`config.mk`:
```
export PLATFORM = sky130hd
export DESIGN_NAME = psu_recon
export DESIGN_NICKNAME = d
export VERILOG_FILES = /design/src/hdl/png_scanline_unfilter_macros.svh /design/src/hdl/psu_pkg.sv /design/src/hdl/psu_recon.sv
export SDC_FILE = /design/constraint.sdc
export NUM_CORES = 1
export LEC_CHECK = 0
export BUFFER_PORTS_ARGS = -buffer_cell sky130_fd_sc_hd__buf_4
export CORE_MARGIN = 2
export CORE_UTILIZATION = 50
export DETAILED_ROUTE_END_ITERATION = 8
export PLACE_DENSITY = 0.69
export SLEW_MARGIN = 20
export SYNTH_ARGS = -nofsm -noshare
export SYNTH_HDL_FRONTEND = slang
export SYNTH_SLANG_ARGS = --single-unit
```
`constraint.sdc`:
```
create_clock -name vclk -period 22.6
set_input_delay 3.39 -clock vclk [all_inputs]
set_output_delay 3.39 -clock vclk [all_outputs]
set_load 0.02 [all_outputs]
```
`src/hdl/png_scanline_unfilter_macros.svh`:
```
// Assertion macros shared by the scanline unfilter modules.
`ifndef PNG_SCANLINE_UNFILTER_MACROS_SVH
`define PNG_SCANLINE_UNFILTER_MACROS_SVH

`ifndef ASSERT_OFF

// Property that must hold at every clock edge outside reset.
`define PSU_ASSERT(lbl, clk, rst_n, prop) \
    lbl: assert property (@(posedge clk) disable iff (!rst_n) prop) \
        else $error("%m: assertion failed");

// Consequent that must hold in the cycle after the antecedent.
`define PSU_ASSERT_NEXT(lbl, clk, rst_n, ante, cons) \
    lbl: assert property (@(posedge clk) disable iff (!rst_n) (ante) |=> (cons)) \
        else $error("%m: assertion failed");

`else

`define PSU_ASSERT(lbl, clk, rst_n, prop)
`define PSU_ASSERT_NEXT(lbl, clk, rst_n, ante, cons)

`endif

`endif

```
`src/hdl/psu_pkg.sv`:
```
// Shared types, constants and tables for the PNG scanline unfilter.
`timescale 1ns / 1ps

package psu_pkg;

    // Configuration register widths.
    localparam int ROW_PIXELS_W = 13;
    localparam int ROW_COUNT_W  = 16;
    localparam int CHANNELS_W   = 3;

    // Configuration register indexes.
    localparam logic [1:0] REG_ROW_PIXELS      = 2'd0;
    localparam logic [1:0] REG_ROW_COUNT       = 2'd1;
    localparam logic [1:0] REG_SOURCE_CHANNELS = 2'd2;

    // Fault codes.
    localparam logic [1:0] FAULT_NONE    = 2'd0;
    localparam logic [1:0] FAULT_FILTER  = 2'd1;
    localparam logic [1:0] FAULT_OVERRUN = 2'd2;

    // Channel codes and the alpha pad value.
    localparam logic [1:0] CH_RED   = 2'd0;
    localparam logic [1:0] CH_BLUE  = 2'd2;
    localparam logic [1:0] CH_ALPHA = 2'd3;
    localparam logic [7:0] ALPHA_PAD = 8'hFF;

    // Highest legal filter type and the RGB channel count.
    localparam logic [7:0] FILTER_MAX   = 8'd4;
    localparam logic [2:0] CHANNELS_RGB = 3'd3;

    // Output queue geometry.
    localparam int QUEUE_DEPTH = 4;
    localparam int QPTR_W      = 2;
    localparam int QCNT_W      = 3;

    // Reconstruction kinds; the top-row forms see an all-zero upper row.
    typedef enum logic [2:0] {
        K_NONE      = 3'd0,
        K_SUB       = 3'd1,
        K_UP        = 3'd2,
        K_AVG       = 3'd3,
        K_PAETH     = 3'd4,
        K_AVG_TOP   = 3'd5,
        K_PAETH_TOP = 3'd6
    } t_kind;

    // One result as it leaves the block.
    typedef struct packed {
        logic [7:0] pixel_byte;
        logic [1:0] channel;
        logic       last;
        logic       row_done;
        logic       image_done;
        logic [1:0] fault;
    } t_result;

    // Zero, one or two results pushed into the output queue in one cycle.
    typedef struct packed {
        logic [1:0] num;
        t_result    first;
        t_result    second;
    } t_push;

    // Filter type to reconstruction kind on the first row of the image.
    function automatic t_kind top_row_kind(input logic [2:0] ftype);
        t_kind k;
        case (ftype)
            3'd1:    k = K_SUB;
            3'd3:    k = K_AVG_TOP;
            3'd4:    k = K_PAETH_TOP;
            default: k = K_NONE;
        endcase
        return k;
    endfunction

endpackage

```
`src/hdl/psu_recon.sv`:
```
// Byte reconstruction for the five PNG filter types, including the Paeth predictor.
`timescale 1ns / 1ps

module psu_recon (
    input  psu_pkg::t_kind i_kind,
    input  logic [7:0]     i_sample,
    input  logic [7:0]     i_left,
    input  logic [7:0]     i_up,
    input  logic [7:0]     i_upleft,
    output logic [7:0]     o_value
);
    import psu_pkg::*;

    logic       top_row;
    logic [7:0] up_b;
    logic [7:0] upleft_c;
    logic [8:0] sum_ab;
    logic [9:0] p_est;
    logic [8:0] dist_a;
    logic [8:0] dist_b;
    logic [8:0] dist_c;
    logic [7:0] paeth;

    // Distance between the Paeth estimate and one neighbor.
    function automatic logic [8:0] dist10(input logic [9:0] p, input logic [7:0] q);
        logic [9:0] d;
        d = p - {2'b00, q};
        return d[9] ? 9'((~d) + 10'd1) : d[8:0];
    endfunction

    // The top-row kinds predict from a zero upper row.
    assign top_row  = (i_kind == K_AVG_TOP) || (i_kind == K_PAETH_TOP);
    assign up_b     = top_row ? 8'd0 : i_up;
    assign upleft_c = top_row ? 8'd0 : i_upleft;
    assign sum_ab   = {1'b0, i_left} + {1'b0, up_b};

    // Paeth estimate a + b - c and the neighbor closest to it.
    always_comb begin
        p_est  = {2'b00, i_left} + {2'b00, up_b} - {2'b00, upleft_c};
        dist_a = dist10(p_est, i_left);
        dist_b = dist10(p_est, up_b);
        dist_c = dist10(p_est, upleft_c);
        if ((dist_a <= dist_b) && (dist_a <= dist_c)) begin
            paeth = i_left;
        end else if (dist_b <= dist_c) begin
            paeth = up_b;
        end else begin
            paeth = upleft_c;
        end
    end

    // Add the prediction to the filtered sample, modulo 256.
    always_comb begin
        unique case (i_kind)
            K_SUB:                 o_value = i_sample + i_left;
            K_UP:                  o_value = i_sample + up_b;
            K_AVG, K_AVG_TOP:      o_value = i_sample + sum_ab[8:1];
            K_PAETH, K_PAETH_TOP:  o_value = i_sample + paeth;
            default:               o_value = i_sample;
        endcase
    end

endmodule

```
==> results.sh <==
export IMPL_outcome="complete, no violations"
export IMPL_ant_nets=0
export IMPL_ctsHoldBuffers=0
export IMPL_drcViolationCount=0
export IMPL_register_area_um2=0
export IMPL_max_freq_ghz=0.05880
export IMPL_hp_class="primary input to primary output"
export IMPL_grt_use_total_pct=28.07
export IMPL_worst_path_max_delay_cell="a2111oi_2"
export IMPL_dieArea_mm2=0.01014
export IMPL_hold_ws_ps=7097
export IMPL_worstHoldStart="i_sample[2]"
export IMPL_via_count=4853
export IMPL_worstSetupEndpointType="primary output"
export IMPL_syn_avg_cell_area_um2=7.113
export IMPL_clockBufferCount=0
export IMPL_hpwl_um=11880
export IMPL_critPathTopFamily="compound AO/OA/AOI/OAI gates"
export IMPL_n_antenna_cell=0
export IMPL_drt_total_wl_um=13830
export IMPL_io_buffers=43
export IMPL_synth_distinct_cells=73
export IMPL_yosysTopAreaCell="ha_1"
export IMPL_grt_ovfl_total=0
export IMPL_worst_slew_pin_slew_ps=810.3
export IMPL_crit_path_max_incr_delay_ps=650
export IMPL_yosys_top_cells_area="ha_1 18%, a21oi_1 7.1%, xnor2_1 6.7%"
export IMPL_setup_tns_ps=0
export IMPL_netlist_instances=657
export IMPL_hold_end="o_value[2]"
export IMPL_antenna_found_initial=0
export IMPL_netlist_area_mm2=0.004673
export IMPL_startpoint_type="primary input"
export IMPL_cap_viol_max_count=0
export IMPL_ctsResizeCount=0
export IMPL_core_area_mm2=0.009153
export IMPL_drt_initial_drc_count=249
export IMPL_grt_pass1_wl_um=23200
export IMPL_wl_per_cell_um=17.33
export IMPL_grt_pass1_vias=4693
export IMPL_synthesis_nets=774
export IMPL_design_area_mm2=0.005086
export IMPL_design_seq_count=0
export IMPL_dpl_cell_area_mm2=0.005086
export IMPL_drive_gt1_share_pct=10.77
export IMPL_grt_max_degree=27
export IMPL_finalCritPeriodShare_pct=75.25
export IMPL_area_delta_synth_final_pct=8.835
export IMPL_post_cts_buffers=0
export IMPL_yosysTopAreaCellShare_pct=18.47
export IMPL_final_nets=806
export IMPL_drv_slew=0
export IMPL_maxSlewHeadroom_pct=45.56
export IMPL_critPathBufInv=5
export IMPL_crit_arrival_ps=13620
export IMPL_holdPathStages=4
export IMPL_fillers=905
export IMPL_num_rows=35
export IMPL_viasPerCell=6.081
export IMPL_worstPathMaxFanout=26
export IMPL_fin_util_pct=55.57
export IMPL_dieWidth_um=100.7
export IMPL_synth_commonest_cells="69 x ha_1, 66 x a21oi_1, 65 x inv_1, 61 x nand2_1, 49 x nor2_1"
export IMPL_grt_setup_unrepaired="no"
export IMPL_seq_area_frac_synth_pct=0
export IMPL_yosysMostFrequentCell="ha_1"
export IMPL_finalSetupViolCount=0
export IMPL_place_congestion=0.9205
export IMPL_hold_viol=0
export IMPL_pin_count=43
export IMPL_critical_path_class="primary input to primary output"
export IMPL_first_pass_iters=5
export IMPL_synth_warnings=0
export IMPL_fin_crit_ps=17010
export IMPL_crit_required_ps=19210
export IMPL_die_h_um=100.7
export IMPL_start_util_pct=51.06
-- worst max path at each step --
stage	from	to	slack (ps)	cells after the start
2_1_floorplan	i_kind[0]	o_value[7]	6850	48
3_3_place_gp	i_kind[0]	o_value[7]	5980	46
3_5_place_dp	i_kind[0]	o_value[7]	5710	46
4_1_cts	i_kind[0]	o_value[7]	5680	46
5_1_grt	i_kind[0]	o_value[7]	4550	45
6_report	i_kind[0]	o_value[7]	5590	46
-- cell families after synthesis --
group / share of synthesized area, %
mux: 5.167
buf+inv: 6.426
xor+xnor: 11.73
simple gates: 22.81
compound gates: 29.18
fa+ha+maj: 24.69
-- per-stage QoR --
| step | setup WS, ps | std cells |
|---|---|---|
| CTS | 5678 | 798 |
| global route | 4555 | 798 |
| detailed placement | 5714 | 798 |
| floorplan | 6853 | 657 |
| global placement | 5980 | 798 |
| finish | 5594 | 798 |
-- final cells by class --
cell class | instances | area, µm² | share of cell area (%)
Inverter | 65 | 244.0 | 4.797
Tap cell | 111 | 138.9 | 2.731
Timing Repair Buffer | 44 | 330.3 | 6.494
Multi-Input combinational cell | 578 | 4373 | 85.98
-- tightest hold or removal path, cell delays in order --
cell and delay, ps:
buf_4 90, nand2_1 40, o21ai_0 60, buf_4 140
-- cells in the final DEF (no fill, tap or decap), drive strengths merged, types with 4 or more instances in the layout --
master and n:
ha 69, a21oi 66, inv 65, nand2 61
nor2 49, buf 44, xnor2 38, o21ai 36
xor2 22, nand2b 20, mux2i 17, o21a 16
nand3 16, fa 13, nor2b 11, a21o 11
nor3 11, o21bai 10, nand4 9, a211oi 9
or2 7, mux2 6, nor3b 6, and2 6
o211ai 6, o211a 4, a211o 4, nor4b 4
a311oi 4
-- routing by layer --
metal | part of all wire (%) | track usage (%)
met5 | 0 | 0
met3 | 5.6 | 2.011
met2 | 46 | 46.82
met4 | 2.1 | 6.217
met1 | 46 | 39.50
Power is left out: the tool's default activity adds up to more than one toggle a clock period on the data nets, which glitch-free logic cannot reach.
