<file path="config.mk">
export PLATFORM = sky130hd
export DESIGN_NAME = psu_out_queue
export DESIGN_NICKNAME = d
export VERILOG_FILES = /design/src/hdl/psu_pkg.sv /design/src/hdl/psu_out_queue.sv
export VERILOG_INCLUDE_DIRS = /design/src /design/src/hdl
export SDC_FILE = /design/constraint.sdc
export NUM_CORES = 1
export LEC_CHECK = 0
export ABC_AREA = 1
export BUFFER_PORTS_ARGS = -buffer_cell sky130_fd_sc_hd__clkbuf_2
export CAP_MARGIN = 10
export CORE_UTILIZATION = 27
export DETAILED_ROUTE_END_ITERATION = 6
export GPL_ROUTABILITY_DRIVEN = 0
export SLEW_MARGIN = 0
export SYNTH_ARGS = -nofsm -noshare
export SYNTH_HDL_FRONTEND = slang
export SYNTH_SLANG_ARGS = --single-unit
</file>
<file path="constraint.sdc">
create_clock -name i_clk -period 2.36 [get_ports i_clk]
set_clock_uncertainty 0.15 [all_clocks]
set_input_delay 0.472 -clock i_clk [delete_from_list [all_inputs] [get_ports i_clk]]
set_output_delay 0.472 -clock i_clk [all_outputs]
set_load 0.01 [all_outputs]
</file>
<file path="src/hdl/png_scanline_unfilter_macros.svh">
// Assertion macros shared by the scanline unfilter modules.
`ifndef PNG_SCANLINE_UNFILTER_MACROS_SVH
`define PNG_SCANLINE_UNFILTER_MACROS_SVH

`ifndef ASSERT_OFF

// Property that must hold at every clock edge outside reset.
`define PSU_ASSERT(lbl, clk, rst_n, prop) \
    lbl: assert property (@(posedge clk) disable iff (!rst_n) prop) \
        else $error("%m: assertion failed");

// Consequent that must hold in the cycle after the antecedent.
`define PSU_ASSERT_NEXT(lbl, clk, rst_n, ante, cons) \
    lbl: assert property (@(posedge clk) disable iff (!rst_n) (ante) |=> (cons)) \
        else $error("%m: assertion failed");

`else

`define PSU_ASSERT(lbl, clk, rst_n, prop)
`define PSU_ASSERT_NEXT(lbl, clk, rst_n, ante, cons)

`endif

`endif

</file>
<file path="src/hdl/psu_pkg.sv">
// Shared types, constants and tables for the PNG scanline unfilter.
`timescale 1ns / 1ps

package psu_pkg;

    // Configuration register widths.
    localparam int ROW_PIXELS_W = 13;
    localparam int ROW_COUNT_W  = 16;
    localparam int CHANNELS_W   = 3;

    // Configuration register indexes.
    localparam logic [1:0] REG_ROW_PIXELS      = 2'd0;
    localparam logic [1:0] REG_ROW_COUNT       = 2'd1;
    localparam logic [1:0] REG_SOURCE_CHANNELS = 2'd2;

    // Fault codes.
    localparam logic [1:0] FAULT_NONE    = 2'd0;
    localparam logic [1:0] FAULT_FILTER  = 2'd1;
    localparam logic [1:0] FAULT_OVERRUN = 2'd2;

    // Channel codes and the alpha pad value.
    localparam logic [1:0] CH_RED   = 2'd0;
    localparam logic [1:0] CH_BLUE  = 2'd2;
    localparam logic [1:0] CH_ALPHA = 2'd3;
    localparam logic [7:0] ALPHA_PAD = 8'hFF;

    // Highest legal filter type and the RGB channel count.
    localparam logic [7:0] FILTER_MAX   = 8'd4;
    localparam logic [2:0] CHANNELS_RGB = 3'd3;

    // Output queue geometry.
    localparam int QUEUE_DEPTH = 4;
    localparam int QPTR_W      = 2;
    localparam int QCNT_W      = 3;

    // Reconstruction kinds; the top-row forms see an all-zero upper row.
    typedef enum logic [2:0] {
        K_NONE      = 3'd0,
        K_SUB       = 3'd1,
        K_UP        = 3'd2,
        K_AVG       = 3'd3,
        K_PAETH     = 3'd4,
        K_AVG_TOP   = 3'd5,
        K_PAETH_TOP = 3'd6
    } t_kind;

    // One result as it leaves the block.
    typedef struct packed {
        logic [7:0] pixel_byte;
        logic [1:0] channel;
        logic       last;
        logic       row_done;
        logic       image_done;
        logic [1:0] fault;
    } t_result;

    // Zero, one or two results pushed into the output queue in one cycle.
    typedef struct packed {
        logic [1:0] num;
        t_result    first;
        t_result    second;
    } t_push;

    // Filter type to reconstruction kind on the first row of the image.
    function automatic t_kind top_row_kind(input logic [2:0] ftype);
        t_kind k;
        case (ftype)
            3'd1:    k = K_SUB;
            3'd3:    k = K_AVG_TOP;
            3'd4:    k = K_PAETH_TOP;
            default: k = K_NONE;
        endcase
        return k;
    endfunction

endpackage

</file>
<file path="src/hdl/psu_out_queue.sv">
// Four-entry result queue that takes up to two results a cycle and gives one.
`timescale 1ns / 1ps

`include "png_scanline_unfilter_macros.svh"

module psu_out_queue (
    input  logic             i_clk,
    input  logic             i_rst_n,
    input  psu_pkg::t_push   i_push,
    output logic             o_room,
    output psu_pkg::t_result o_head,
    output logic             o_valid,
    input  logic             i_ready
);
    import psu_pkg::*;

    t_result             r_mem [QUEUE_DEPTH];
    logic [QPTR_W-1:0]   r_wptr;
    logic [QPTR_W-1:0]   r_rptr;
    logic [QCNT_W-1:0]   r_count;
    logic [QPTR_W-1:0]   n_wptr;
    logic [QPTR_W-1:0]   n_rptr;
    logic [QCNT_W-1:0]   n_count;
    logic                pop;

    // Head of the queue drives the output channel.
    assign o_valid = (r_count != '0);
    assign o_head  = r_mem[r_rptr];
    assign pop     = o_valid && i_ready;

    // Room for a two-result push regardless of this cycle's transfer.
    assign o_room = (r_count <= QCNT_W'(QUEUE_DEPTH - 2));

    // Pointer and fill-level updates.
    always_comb begin
        n_wptr  = r_wptr + QPTR_W'(i_push.num);
        n_rptr  = pop ? r_rptr + QPTR_W'(1) : r_rptr;
        n_count = r_count + QCNT_W'(i_push.num) - QCNT_W'(pop);
    end

    always_ff @(posedge i_clk) begin
        if (!i_rst_n) begin
            r_wptr  <= '0;
            r_rptr  <= '0;
            r_count <= '0;
        end else begin
            r_wptr  <= n_wptr;
            r_rptr  <= n_rptr;
            r_count <= n_count;
        end
    end

    // Result storage: the second result lands in the entry after the first.
    always_ff @(posedge i_clk) begin
        if (i_push.num != 2'd0) begin
            r_mem[r_wptr] <= i_push.first;
        end
        if (i_push.num == 2'd2) begin
            r_mem[r_wptr + QPTR_W'(1)] <= i_push.second;
        end
    end

    // A push never overruns the queue.
    `PSU_ASSERT(a_push_fits, i_clk, i_rst_n, (i_push.num != 2'd0) |-> (r_count <= QCNT_W'(QUEUE_DEPTH - 2)))

endmodule

</file>
==> summary.md, run 1 <==
| Metric | Value |
|---|---|
| Status | `finished clean` |
| FF/Latch Area | `0.00198 mm²` |
| Final Slew Violations | `0` |
| Total core area | `approximately 0.013 mm²` |
| Met1 usage in global routing | `0.161` |
| Power density of the placed cells | `924 mW/mm²` |
| Die Width | `approximately 120 µm` |
| Max Freq | `between 0.4 and 0.5 GHz` |
| Net Count, Synth | `400` |
| Worst Hold Class | `in -> reg` |
| Commonest non-fill, non-tap cell in the layout | `nand2_1` |
| VDD IR max | `0.499 mV` |
| Actual slew at the worst max-slew pin | `just over 0.8 ns` |
| Switching part of the total power | `0.314` |
| Register area share after synthesis | `0.571` |
| Avg Cell Area, Syn | `between 9 and 10 µm²` |
| CTS resizes | `0` |
| WP buf/inv | `2` |
| Via count | `between 2000 and 3000` |
| ANT nets after route | `0` |
| Htree depth | `3` |
| Most frequent cells in the layout | `nand2_1, edfxtp_1, clkbuf_2, o21ai_1, nor2_1` |
| Grt ovf | `0` |
| Rows | `41` |
| Hpwl dp | `roughly 5.6 mm` |
| HP Start | `i_rst_n` |
| Vias in the first global route | `about 2700` |
| Area Growth Syn to Fin | `22.3%` |
| Crit path cell chain | `buf_4 > o21ai_0 > o22ai_1 > clkbuf_2` |
| Inserted Diodes | `0` |
| Min Tclk post-route | `between 2 and 2.5 ns` |
| Leakage | `1.79 nW` |
| CP max-delay cell | `dfxtp_1` |
| Flop pwr share | `0.395` |
| Clk_lat worst skew | `~0.33 ns` |
| WHS Path Cells | `3` |
| Max_slew headroom | `0.456` |
| Pin count of the biggest net entering global routing | `31` |
| Yosys reg bits | `between 60 and 70` |
| Clock buffer depth | `2` |
| Die H | `~120 µm` |
| Initial DRC Count | `about 160` |
| I/O pins | `52` |
| Total CTS buffers | `9` |
| CP Data Required Time | `~1.7 ns` |
| Footprint of the multi-input gates | `~0.0012 mm²` |
| R2R Path End | `r_mem[3][8]` |
| Hold Path End | `r_count[0]` |
| Antenna violations before repair | `0` |
| R2r startpoint | `r_wptr[0]` |
| TritonCTS clock tree | `built` |
| Fin Setup TNS | `0 ns` |
| Placed insts | `579` |
| Number of remaining DRC errors | `0` |
| Startpoint type of the worst setup path | `flop` |
| P_int | `approximately 2.7 mW` |
| Top Family by Delay on Critical Path | `buffers and inverters` |
| Logic gate share of total power | `0.259` |
| Clk sinks | `between 60 and 70` |
| R2R setup slack | `0.27 ns` |
| First-pass GRT wire length | `about 13 mm` |
| Final Hold Fails | `0` |
| Max incr delay on CP | `0.37 ns` |
| Busiest grt layer | `met2` |
| Layout Utilization | `0.338` |
| Worst-path clk slew | `~0.060 ns` |
| Psw | `~1.2 mW` |
| Library cells used by synthesis | `21` |
| Synthesis warning total | `0` |
| Initial Util | `0.276` |
| Met3 usage | `0.0416` |
| Grt met2 use | `0.222` |
| Vias per cell | `4.59` |
| Post-CTS setup buffer count | `0` |
| PortBufs | `slightly above 50` |
| GRT Total Usage | `0.136` |
| Routed wire per std cell | `between 10 and 15 µm` |
| Setup CP Type | `reg -> out` |
| Die ar. | `0.0133 mm²` |
| Max FO, Critical Path | `22` |
| Critical path arrival | `~1.6 ns` |
| Setup Viol. Count Final | `0` |
| Unrepaired setup endpoints after global routing | `no` |
| Max-Cap Viols | `0` |
| CTS Hold Bufs | `0` |
| Fin crit share | `0.931` |
| Critical Path Sink Type | `primary output` |
| Fin nets | `roughly 460` |
| Clock Tree Root | `clkbuf_16` |
| Total Wirelength | `around 8.4 mm` |
| Clk pwr share | `0.347` |
| Post-Syn Instances | `360` |
| Drt first pass iters | `4` |
| Netlist Area Pre-Place | `0.00347 mm²` |
| Depth of the worst register-to-register path | `3` |
| Filler instances | `around 1300` |
| Share of cells above drive strength 1 | `0.251` |
| Final non-filler cell total | `roughly 600` |
-- sequential cells by signal (all words and copies together) (netlist names), named ones only --
register and cells:
r_mem 60, r_count 3, r_rptr 2, r_wptr 2
-- routing by layer --
metal | routed length [µm] | part of all wire | vias up
met1 | 3590 | 0.43 | 1283
met3 | 524 | 0.063 | 16
met4 | 185 | 0.022 | 0
li1 | - | - | 1365
met5 | 0 | 0 | -
met2 | 4060 | 0.49 | 70
-- power by group through the flow --
stage / Combinational [mW] / Clock [mW] / Sequential (mW)
after floorplan: 0.637 / 0 / 1.56
after global placement: 1.01 / 0 / 1.57
after detailed placement: 1.03 / 0 / 1.57
after CTS: 1.03 / 1.38 / 1.55
after global routing: 1.15 / 1.42 / 1.56
final: 1.01 / 1.36 / 1.55
-- cell families (layout without fill, tap and decap cells) --
kind of cell / Yosys count / count (layout) / synth area share
simple gates: 119 / 119 / 0.142
flops: 69 / 69 / 0.571
compound gates: 115 / 115 / 0.189
buf+inv: 52 / 115 / 0.0779
fa+ha+maj: 5 / 5 / 0.0202
-- stage by stage --
step	power [mW]	area, µm²	worst slack [ns]	hold slack (ns)
floorplan	2.20	3470	0.0254	0.298
global placement	2.58	3940	0.300	0.327
detailed placement	2.60	3940	0.222	0.326
CTS	3.96	4240	0.152	0.257
global route	4.14	4240	0.0886	0.285
finish	3.92	4240	0.163	0.264
-- synthesized netlist by cell type --
library cell | instances | area share
nand2_1 | 74 | 0.080
edfxtp_1 | 60 | 0.52
o21ai_1 | 47 | 0.068
nor2_1 | 37 | 0.040
inv_1 | 30 | 0.032
o21ai_0 | 30 | 0.043
o22ai_1 | 15 | 0.027
o21ai_2 | 13 | 0.033
dfxtp_1 | 9 | 0.052
buf_6 | 8 | 0.026
clkbuf_1 | 8 | 0.0087
a21oi_1 | 5 | 0.0072
buf_4 | 4 | 0.0087
ha_1 | 4 | 0.014
nand3_2 | 4 | 0.012
o31ai_1 | 4 | 0.0087
nand3_1 | 3 | 0.0043
inv_2 | 2 | 0.0022
a21boi_0 | 1 | 0.0022
fa_1 | 1 | 0.0058
nor2_8 | 1 | 0.0058
-- tightest hold or removal path: cells and delay by family --
family	cells	cell delay (ns)
buffers and inverters	2	0.16
and+or+nand+nor	1	0.07
-- how the worst max path moves through the flow --
stage | startpoint | to | depth (start not counted)
final | flop | o_head[6] | 4
after global routing | flop | o_head[6] | 4
after CTS | flop | o_head[6] | 4
after detailed placement | i_push[31] | r_mem[3][11] | 4
after global placement | i_push[31] | r_mem[3][4] | 4
after floorplan | r_wptr[0] | r_mem[3][0] | 2
-- cell type report --
type | instances | share of cell area
Sequential cell | 69 | 0.467
Multi-Input combinational cell | 239 | 0.292
Timing Repair Buffer | 67 | 0.0914
Clock buffer | 10 | 0.0540
Tap cell | 172 | 0.0507
Inverter | 32 | 0.0283
Clock inverter | 6 | 0.0168
Note: power is estimated with default switching activity, not from simulation.
==> run 2: changes to the inputs <==
--- a/config.mk
+++ b/config.mk
@@ -6,9 +6,9 @@
 export SDC_FILE = /design/constraint.sdc
 export NUM_CORES = 1
 export LEC_CHECK = 0
-export ABC_AREA = 1
 export BUFFER_PORTS_ARGS = -buffer_cell sky130_fd_sc_hd__clkbuf_2
 export CAP_MARGIN = 10
+export CORE_ASPECT_RATIO = 0.9
 export CORE_UTILIZATION = 27
 export DETAILED_ROUTE_END_ITERATION = 6
 export GPL_ROUTABILITY_DRIVEN = 0
==> summary.md, run 2 <==
| Metric | Value |
|---|---|
| FF/Latch Area | `0.00198 mm²` |
| Initial DRC Count | `70` |
| Die ar. | `between 0.01 and 0.015 mm²` |
| Fin area | `between 0.004 and 0.005 mm²` |
| Actual slew at the worst max-slew pin | `about 1.0 ns` |
| Most frequent cells after synthesis | `edfxtp_1, mux2_2, mux4_2` |
| Leading post-synthesis cells by cell area | `edfxtp_1, mux2_2, mux4_2, dfxtp_1, mux2_4` |
| Worst Hold Class | `in -> reg` |
| ANT nets after route | `0` |
| WP buf/inv | `2` |
| Hpwl dp | `slightly above 5 mm` |
| Initial Util | `0.276` |
| Grt ovf | `0` |
| Share of cells above drive strength 1 | `0.619` |
| Unrepaired setup endpoints after global routing | `no` |
| Power density of the placed cells | `just over 900 mW/mm²` |
| Synth area leader | `edfxtp_1` |
| Register area share after synthesis | `0.568` |
| Total CTS buffers | `9` |
| CP Data Required Time | `roughly 1.7 ns` |
| Via count | `around 1900` |
| Max-Cap Viols | `0` |
| Area Growth Syn to Fin | `26.2%` |
| Setup Viol. Count Final | `0` |
| I/O pins | `52` |
| Clock buffer depth | `2` |
| Filler instances | `between 1000 and 1500` |
| Htree depth | `3` |
| Routed wire per std cell | `17.4 µm` |
| Clk sinks | `between 60 and 70` |
| Library cells used by synthesis | `29` |
| Worst-path clk slew | `about 0.06 ns` |
| Netlist Area Pre-Place | `about 0.0035 mm²` |
| Crit path cell chain | `buf_12 > mux4_2 > clkbuf_2` |
| Rows | `39` |
| Setup CP Type | `reg -> out` |
| Status | `finished clean` |
| Post-Syn Instances | `just under 200` |
| Max_slew headroom | `0.328` |
| Number of remaining DRC errors | `0` |
| Max Freq | `between 0.4 and 0.5 GHz` |
| Critical Path Sink Type | `primary output` |
| Most frequent cells in the layout | `edfxtp_1, clkbuf_2, mux2_2, mux4_2, buf_4` |
| Drt first pass iters | `3` |
| Post-CTS setup buffer count | `0` |
| Leakage | `1.66 nW` |
| VDD IR max | `roughly 0.39 mV` |
| CTS resizes | `0` |
| Number of synthesized flops with an enable pin | `60` |
| First-pass GRT wire length | `between 10 and 15 mm` |
| Pin count of the biggest net entering global routing | `16` |
| Largest Register | `r_mem` |
| Antenna violations before repair | `0` |
| Footprint of the multi-input gates | `0.00144 mm²` |
| Max FO, Critical Path | `15` |
| Total Wirelength | `7.45 mm` |
| Vias per cell | `about 4.5` |
| Startpoint type of the worst setup path | `flop` |
| Clk_lat worst skew | `0.33 ns` |
| Asr flop ratio synth | `0` |
| Max incr delay on CP | `roughly 0.57 ns` |
| Avg Cell Area, Syn | `17.8 µm²` |
| Max FFs per register | `60` |
| Top flop regs | `r_mem: 60 flops, r_count: 3 flops` |
| Final Slew Violations | `0` |
| Yosys reg bits | `just under 70` |
| CTS Hold Bufs | `0` |
| Power Total | `between 4 and 5 mW` |
| Inserted Diodes | `0` |
| Fin nets | `300` |
| TritonCTS clock tree | `built` |
| GRT Total Usage | `0.120` |
| CP max-delay cell | `mux4_2` |
| Vias in the first global route | `about 2100` |
| PortBufs | `between 50 and 60` |
| Min Tclk post-route | `between 2 and 2.5 ns` |
| Critical path arrival | `between 1.5 and 2 ns` |
| Fin Setup TNS | `0 ns` |
| Commonest non-fill, non-tap cell in the layout | `edfxtp_1` |
| Net Count, Synth | `approximately 240` |
| Synthesis warning total | `0` |
| Top Family by Delay on Critical Path | `multiplexers` |
| Total core area | `approximately 0.013 mm²` |
| Clock Tree Root | `clkbuf_16` |
| Fin crit share | `0.941` |
| Most common cell in the netlist | `edfxtp_1` |
| Final Hold Fails | `0` |
| Die H | `roughly 110 µm` |
| Die Width | `~120 µm` |
| Synth top area share | `0.516` |
| Synth Flop Type | `edfxtp_1` |
| Placed inst area | `a little over 0.004 mm²` |
## run 2: cell count changes after synthesis, sizes merged, moves of 4 or more
cell / change
nand3: -7
clkbuf: -7
mux4: +15
inv: -27
nor2: -36
a21oi: -4
mux2i: +4
nand2: -72
o21ai: -90
mux2: +60
o22ai: -15
## run 2: cell families after synthesis
kind of cell | count (synthesis) | share of synthesized area
AND/OR/NAND/NOR | 17 | 0.0398
AO/OA/AOI/OAI | 6 | 0.0136
XOR/XNOR | 2 | 0.0129
flip-flops | 69 | 0.568
multiplexers | 79 | 0.313
buffers and inverters | 18 | 0.0330
adder cells (fa/ha/maj) | 5 | 0.0201
## run 2: layout make-up
class,instances,share of cell area
sequential,69,0.450
multi-input combinational,109,0.327
timing repair buffer,66,0.0949
clock buffer,10,0.0520
tap,164,0.0466
clock inverter,6,0.0253
inverter,5,0.00426
## run 2: power breakdown
part / internal (mW) / switching, mW
Sequential: 1.51 / 0.0744
Clock: 1.03 / 0.510
Combinational: 0.523 / 0.462
## run 2: final timing paths
check	start	endpoint	slack [ns]	depth (start not counted)
worst max-delay path	flop	o_head[14]	0.14	3
worst min-delay path	i_push[4]	r_mem[1][4]	0.33	2
worst max register to register	r_count[2]	r_count[2]	0.19	8
worst min register to register	r_rptr[1]	r_rptr[1]	0.34	2
## run 2: metrics by stage
step	utilization	worst slack [ns]	hold slack (ns)	cells
CTS	0.349	0.112	0.320	429
global route	0.349	0.0637	0.323	429
floorplan	-	0.287	0.299	196
finish	0.349	0.138	0.328	429
detailed placement	0.322	0.109	0.324	413
global placement	0.322	0.181	0.313	413
## run 2: per-layer routing
metal,vias to the layer above,GRT usage,wire [µm]
met3,10,0.0384,474
met4,0,0.0529,94
met1,979,0.136,3200
met2,37,0.207,3690
met5,-,0,0
li1,910,-,-
==> run 3: changes to the inputs <==
--- a/config.mk
+++ b/config.mk
@@ -12,6 +12,7 @@
 export CORE_UTILIZATION = 27
 export DETAILED_ROUTE_END_ITERATION = 6
 export GPL_ROUTABILITY_DRIVEN = 0
+export PLACE_DENSITY = 0.48
 export SLEW_MARGIN = 0
 export SYNTH_ARGS = -nofsm -noshare
 export SYNTH_HDL_FRONTEND = slang
==> summary.md, run 3 (same netlist as run 2, synthesis figures left out) <==
| Metric | Value |
|---|---|
| Total core area | `~0.013 mm²` |
| Setup CP Type | `reg -> out` |
| R2R setup slack | `0.22 ns` |
| Total CTS buffers | `9` |
| Most frequent cells in the layout | `edfxtp_1, clkbuf_2, mux2_2, buf_4, mux4_2` |
| Max FO, Critical Path | `15` |
| HP Start | `r_rptr[1]` |
| CP Data Required Time | `~1.7 ns` |
| Post-route worst setup slack | `approximately 0.16 ns` |
| Clk_lat worst skew | `0.32 ns` |
| PortBufs | `51` |
| Setup Viol. Count Final | `0` |
| Max_slew headroom | `0.347` |
| Final Hold Fails | `0` |
| Critical Path Sink Type | `primary output` |
| Antenna violations before repair | `0` |
| Drt first pass iters | `4` |
| Actual slew at the worst max-slew pin | `around 1 ns` |
| Power Total | `between 3 and 4 mW` |
| Initial Util | `0.276` |
| Filler instances | `between 1000 and 1500` |
| Top flop regs | `r_mem: 60 flops, r_count: 3 flops` |
| I/O pins | `52` |
| FF/Latch Area | `approximately 0.002 mm²` |
| Busiest grt layer | `met2` |
| Clock Tree Root | `clkbuf_16` |
| Clock buffer depth | `2` |
| Critical path arrival | `roughly 1.6 ns` |
| Layout Utilization | `0.341` |
| Total Wirelength | `7.42 mm` |
| Final Slew Violations | `0` |
| Fin Setup TNS | `0 ns` |
| Max FFs per register | `60` |
| Die H | `approximately 110 µm` |
| Hpwl dp | `~5.0 mm` |
| CTS Hold Bufs | `0` |
| CP max-delay cell | `mux4_2` |
| VDD IR max | `~0.37 mV` |
| Met1 usage in global routing | `0.152` |
| Grt ovf | `0` |
| Number of remaining DRC errors | `0` |
| Commonest non-fill, non-tap cell in the layout | `edfxtp_1` |
| Depth of the worst register-to-register path | `8` |
| Placed insts | `slightly above 400` |
| Power density of the placed cells | `slightly below 900 mW/mm²` |
| R2R Path End | `r_count[2]` |
| Die Width | `~120 µm` |
| WHS Path Cells | `2` |
| Footprint of the multi-input gates | `between 0.001 and 0.0015 mm²` |
| Status | `finished clean` |
| Grt met2 use | `0.195` |
| Leakage | `~1.6 nW` |
| Hold Path End | `r_rptr[1]` |
| Post-CTS setup buffer count | `0` |
| Initial DRC Count | `~130` |
| Worst Hold Class | `reg -> reg` |
| Min Tclk post-route | `2.20 ns` |
| Startpoint type of the worst setup path | `flop` |
| Fin nets | `302` |
| Unrepaired setup endpoints after global routing | `no` |
| Htree depth | `3` |
| WP buf/inv | `2` |
| TritonCTS clock tree | `built` |
| Area Growth Syn to Fin | `23.7%` |
| Vias in the first global route | `around 2000` |
| Pin count of the biggest net entering global routing | `16` |
| Worst slack, placed | `approximately 0.17 ns` |
| Vias per cell | `~4.5` |
| Via count | `1944` |
| Inserted Diodes | `0` |
| Final non-filler cell total | `about 430` |
| Routed wire per std cell | `between 15 and 20 µm` |
| Max-Cap Viols | `0` |
| Crit path cell chain | `buf_12 > mux4_2 > clkbuf_2` |
| Hold Slack | `roughly 0.34 ns` |
| Max Freq | `around 0.46 GHz` |
| ANT nets after route | `0` |
| Fin crit share | `0.931` |
| Met3 usage | `0.0399` |
| R2r startpoint | `r_count[2]` |
| Share of cells above drive strength 1 | `0.607` |
| GRT Total Usage | `0.121` |
| Max incr delay on CP | `~0.54 ns` |
| Worst-path clk slew | `around 0.05 ns` |
| Clk sinks | `a little under 70` |
| CTS resizes | `0` |
| Rows | `39` |
| Top Family by Delay on Critical Path | `multiplexers` |
| Fin area | `0.00432 mm²` |
| Placed inst area | `about 0.004 mm²` |
| Largest Register | `r_mem` |
| Die ar. | `0.0134 mm²` |
| First-pass GRT wire length | `~11 mm` |
==> run 3: cell count changes in the layout (fill, tap and decap cells not counted), sizes merged <==
| cell | delta |
|---|---|
| buf | +2 |
| bufinv | -3 |
| clkbuf | +5 |
| clkinv | -2 |
==> run 3: per-layer routing <==
layer / vias up / part of all wire
met4: 0 / 0.016
met3: 13 / 0.058
met5: - / 0
met2: 55 / 0.47
li1: 911 / -
met1: 965 / 0.46
==> run 3: power breakdown <==
part | total (mW) | internal [mW] | switching [mW]
registers | 1.59 | 1.51 | 0.0769
clock network | 1.23 | 0.770 | 0.465
logic | 0.964 | 0.516 | 0.449
==> run 3: area by class of cell <==
type,count,share of cell area
sequential,69,0.459
inverter,5,0.00435
tap,164,0.0476
timing repair buffer,68,0.0916
multi-input combinational,109,0.333
clock inverter,1,0.00174
clock buffer,15,0.0620
==> run 3: how the worst max path moves through the flow <==
stage               start    endpoint  slack, ns  cells past startpoint
2_1_floorplan  r_count[2]  r_count[2]       0.29                      8
3_3_place_gp      i_ready  r_count[2]       0.15                      9
3_5_place_dp      i_ready  r_count[2]       0.17                      9
4_1_cts              flop   o_head[0]       0.13                      3
5_1_grt              flop   o_head[0]       0.09                      3
6_report             flop   o_head[0]       0.16                      3
==> run 3: worst min-delay path: stages, from the launching register on <==
cell,delay (ns)
dfxtp_1,0.31
nand2_1,0.05
mux2i_1,0.07
